File: src/design/sit_pkg.sv
// Shared definitions for the segment intersection test unit.
// Holds the default coordinate width, the field order in the input word and the
// orientation codes. It depends on nothing else.
package sit_pkg;

    // Default width of one coordinate field.
    localparam int COORD_BITS_DEF = 16;

    // Number of coordinate fields in one input word, and where each one sits.
    localparam int NUM_FIELDS       = 8;
    localparam int FLD_A_START_X    = 0;
    localparam int FLD_A_START_Y    = 1;
    localparam int FLD_A_END_X      = 2;
    localparam int FLD_A_END_Y      = 3;
    localparam int FLD_B_START_X    = 4;
    localparam int FLD_B_START_Y    = 5;
    localparam int FLD_B_END_X      = 6;
    localparam int FLD_B_END_Y      = 7;

    // The result word carries a single bit, padded to one byte.
    localparam int OUT_TDATA_W = 8;

    // Turn direction of a point against a directed line.
    typedef enum logic [1:0] {
        ORIENT_COLLINEAR = 2'd0,
        ORIENT_POS       = 2'd1,
        ORIENT_NEG       = 2'd2
    } orient_t;

endpackage

File: src/design/sit_orient.sv
// Orientation of point r against the line from p to q, as a pipelined slice.
// The two cross-product terms are multiplied and registered, then compared.
// Depends on sit_pkg for the orientation codes.
module sit_orient #(
    parameter int COORD_BITS = sit_pkg::COORD_BITS_DEF
) (
    input  logic                         clk,
    input  logic                         en,
    input  logic signed [COORD_BITS-1:0] px,
    input  logic signed [COORD_BITS-1:0] py,
    input  logic signed [COORD_BITS-1:0] qx,
    input  logic signed [COORD_BITS-1:0] qy,
    input  logic signed [COORD_BITS-1:0] rx,
    input  logic signed [COORD_BITS-1:0] ry,
    output sit_pkg::orient_t             orient
);

    localparam int DW = COORD_BITS + 1;
    localparam int PW = 2 * DW;

    logic signed [DW-1:0] d_qy_py;
    logic signed [DW-1:0] d_rx_qx;
    logic signed [DW-1:0] d_qx_px;
    logic signed [DW-1:0] d_ry_qy;
    logic signed [PW-1:0] lhs_next;
    logic signed [PW-1:0] rhs_next;
    logic signed [PW-1:0] lhs_reg;
    logic signed [PW-1:0] rhs_reg;

    // Differences are one bit wider than the coordinates, so they are exact.
    assign d_qy_py = $signed({qy[COORD_BITS-1], qy}) - $signed({py[COORD_BITS-1], py});
    assign d_rx_qx = $signed({rx[COORD_BITS-1], rx}) - $signed({qx[COORD_BITS-1], qx});
    assign d_qx_px = $signed({qx[COORD_BITS-1], qx}) - $signed({px[COORD_BITS-1], px});
    assign d_ry_qy = $signed({ry[COORD_BITS-1], ry}) - $signed({qy[COORD_BITS-1], qy});

    assign lhs_next = PW'(d_qy_py) * PW'(d_rx_qx);
    assign rhs_next = PW'(d_qx_px) * PW'(d_ry_qy);

    always_ff @(posedge clk)
    begin
        if (en)
        begin
            lhs_reg <= lhs_next;
            rhs_reg <= rhs_next;
        end
    end

    // The sign of the cross value is the outcome of comparing its two terms.
    always_comb
    begin
        if (lhs_reg > rhs_reg)
        begin
            orient = sit_pkg::ORIENT_POS;
        end
        else if (lhs_reg < rhs_reg)
        begin
            orient = sit_pkg::ORIENT_NEG;
        end
        else
        begin
            orient = sit_pkg::ORIENT_COLLINEAR;
        end
    end

endmodule

File: config.mk
export PLATFORM = sky130hd
export DESIGN_NAME = sit_orient
export DESIGN_NICKNAME = d
export VERILOG_FILES = /design/src/design/sit_pkg.sv /design/src/design/sit_orient.sv
export SDC_FILE = /design/constraint.sdc
export NUM_CORES = 2
export LEC_CHECK = 0
export ABC_CLOCK_PERIOD_IN_PS = 17600
export BUFFER_PORTS_ARGS = -buffer_cell sky130_fd_sc_hd__buf_2
export CAP_MARGIN = 40
export CORE_ASPECT_RATIO = 0.5
export CORE_MARGIN = 5
export CORE_UTILIZATION = 54
export CTS_CLUSTER_DIAMETER = 50
export DETAILED_ROUTE_END_ITERATION = 16
export MAX_ROUTING_LAYER = met4
export PLACE_DENSITY = 0.71
export SLEW_MARGIN = 20
export SYNTH_ARGS = -nofsm -noshare
export SYNTH_HDL_FRONTEND = slang
export SYNTH_SLANG_ARGS = --single-unit
File: constraint.sdc
create_clock -name clk -period 17.6 [get_ports clk]
set_input_delay 2.64 -clock clk [delete_from_list [all_inputs] [get_ports clk]]
set_output_delay 2.64 -clock clk [all_outputs]
set_load 0.02 [all_outputs]
==> results.py <==
metrics = {
    "outcome": {
        "outcome": "finished clean",
    },
    "sta": {
        "setup_viol": 0,
        "finalCritPeriodShare_pct": 62.4,
        "rsz0062_at_grt": "false",
        "fin_tns_setup_ns": 0,
        "tightest_slew_ns": 0.914,
        "fmax_mhz": 91.1,
        "setup_ws_ns": 6.62,
        "period_needed_ns": 10.98,
        "hold_viol_final": 0,
        "relSlewSlack_pct": 38.7,
        "slew_violations": 0,
    },
    "die": {
        "die_h_um": 170,
        "placementRows": 58,
        "core_area_um2": 50600,
        "start_util_pct": 55.0,
        "die_w_um": 331,
        "die-area_um2": 56400,
        "io_pins": 100,
    },
    "routing": {
        "ant_nets": 0,
        "detail_route.iter0.violations": 1725,
        "vias": 21500,
        "vias_per_cell": 5.57,
        "routed_wl_um": 76100,
        "drt-wirelength-per-cell_um": 19.7,
        "drc_errors": 0,
        "firstDrtPassIters": 6,
    },
    "setup_path": {
        "cp_max_fo": 13,
        "crit_path_top_delay_cell": "nor2_2",
        "cp.arrival_ns": 11.15,
        "critPathKind": "input pin to flip-flop",
        "end_kind": "flip-flop",
        "max_stage_delay_ns": 0.69,
        "crit_family": "adder cells",
        "crit_required_ns": 17.77,
        "cp_num_buf_inv": 8,
        "critPathLaunchType": "input pin",
    },
    "synth": {
        "yosys_register_bits": 68,
        "synth_fp_nets": 4018,
        "synth_edf_count": 68,
        "ys_warn_count": 0,
        "ys.flop_type": "edfxtp_1",
        "netlist_top_cells_area": "fa_1 43%, ha_1 12%, inv_1 9.7%, edfxtp_1 7.3%, nand2_1 4.2%",
        "yosys-top-cells-count": "717 x inv_1, 596 x fa_1, 313 x nand2_1, 270 x nor2_1, 268 x ha_1",
        "yosys.area.top_type_share_pct": 42.9,
        "synthCells": 3056,
        "ys_seq_area_share_pct": 7.34,
        "syn_area_um2": 27800,
        "syn_avg_cell_area_um2": 9.10,
        "synthDistinctLibCells": 83,
        "yosysTopAreaCell": "fa_1",
        "synth_most_common_cell": "inv_1",
        "async_flop_share_pct": 0,
    },
    "global_routing": {
        "antenna_found_initial": 2,
        "grt_pass1_wl_um": 123000,
        "grt_max_degree": 44,
        "grtUsageTotal_pct": 29.0,
        "grt_pass1_vias": 22900,
        "grt.overflow.total": 0,
    },
    "clock_tree": {
        "cts_buffer_depth": 2,
        "cts_max_level": 3,
        "cts_buffers": 9,
        "ctsHoldBuffers": 0,
        "cts_tree": "built",
        "post_cts_buffers": 0,
        "ctsRootBufferMaster": "clkbuf_16",
        "cts_sinks": 68,
        "clkTransAtPathRegs_ns": 0.06,
        "post_cts_resized": 0,
    },
    "run": {
        "cap_viol_max_count": 0,
    },
    "placed_design": {
        "dp_slack_ns": 5.98,
        "hpwl_um": 64300,
        "numPortBuffers": 99,
        "gp_congestion": 0.980,
    },
    "final_layout": {
        "fillCellCount": 4494,
        "syn2layout_area_growth_pct": 7.29,
        "drive_gt1_share_pct": 7.57,
        "final_core_util_pct": 59.0,
        "final_nets": 4128,
    },
    "min_path": {
        "hold_path_class": "input pin to flip-flop",
        "hold_start": "en",
        "hold_path_end": "rhs_reg[15]",
        "hold_depth": 2,
    },
}
[through the flow]
step | instance area [µm²] | hold slack [ns] | cells
after global placement | 29200 | 3.35 | 3819
after global routing | 29800 | 2.88 | 3863
after floorplan | 27800 | 2.75 | 3056
final | 29800 | 2.87 | 3863
after detailed placement | 29500 | 3.23 | 3839
after CTS | 29800 | 2.87 | 3855
[placed cells by master, fill, tap and decap left out, drive strengths merged, types with 9 or more instances in the layout]
cell and n:
clkbuf 12, inv 718, nor3 30, a21o 43
o21ai 58, fa 596, nand2b 43, a211oi 14
and3 16, and2 40, nand4 10, a21oi 91
xnor2 89, o21a 28, buf 168, nor2b 56
nor2 270, nand2 314, xor2 37, edfxtp 68
nand3 45, ha 268, or2 13, o31ai 9
a31oi 13
[logic make-up (layout without fill, tap and decap cells)]
family,after synthesis,in the layout,share of synthesized area [%]
AOI/OAI and AO/OA,331,331,8.32
xor gates and xnor gates,126,126,4.02
adders and majority gates,864,864,55.0
buffers and inverters,789,904,10.8
DFF,68,68,7.34
muxes,7,7,0.252
other,0,2,0
and+or+nand+nor,871,871,14.3
[final cells by class]
cell class                 instances  area, µm²  share of cell area [%]
sequential                        68       2040                    6.84
timing repair buffer             171       1100                    3.69
tap                              690        863                    2.89
multi-input combinational       2199      22800                    76.4
clock buffer                       9        225                   0.755
inverter                         717       2690                    9.02
antenna                            2       5.00                  0.0168
clock inverter                     7        100                   0.335
[worst max-delay path by stage]
stage / cells after the start / from / slack, ns / to
after floorplan: 32 / qy[0] / 7.35 / lhs_reg[32]
after global placement: 32 / qy[0] / 6.12 / lhs_reg[32]
after detailed placement: 32 / qy[0] / 5.98 / lhs_reg[32]
after CTS: 32 / qy[0] / 6.27 / lhs_reg[32]
after global routing: 32 / qy[0] / 6.25 / lhs_reg[33]
final: 32 / qy[0] / 6.62 / lhs_reg[33]
[routing by layer]
layer  GRT usage, %  vias to the layer above  share of wire, %
li1               -                     9623                 -
met1           37.9                    10900                42
met2           48.1                      801                47
met3           3.47                      170               7.1
met4           9.41                        0               3.8
met5              -                        -                 0
Power is left out: the tool's default activity adds up to more than one toggle a clock period on the data nets, which glitch-free logic cannot reach.
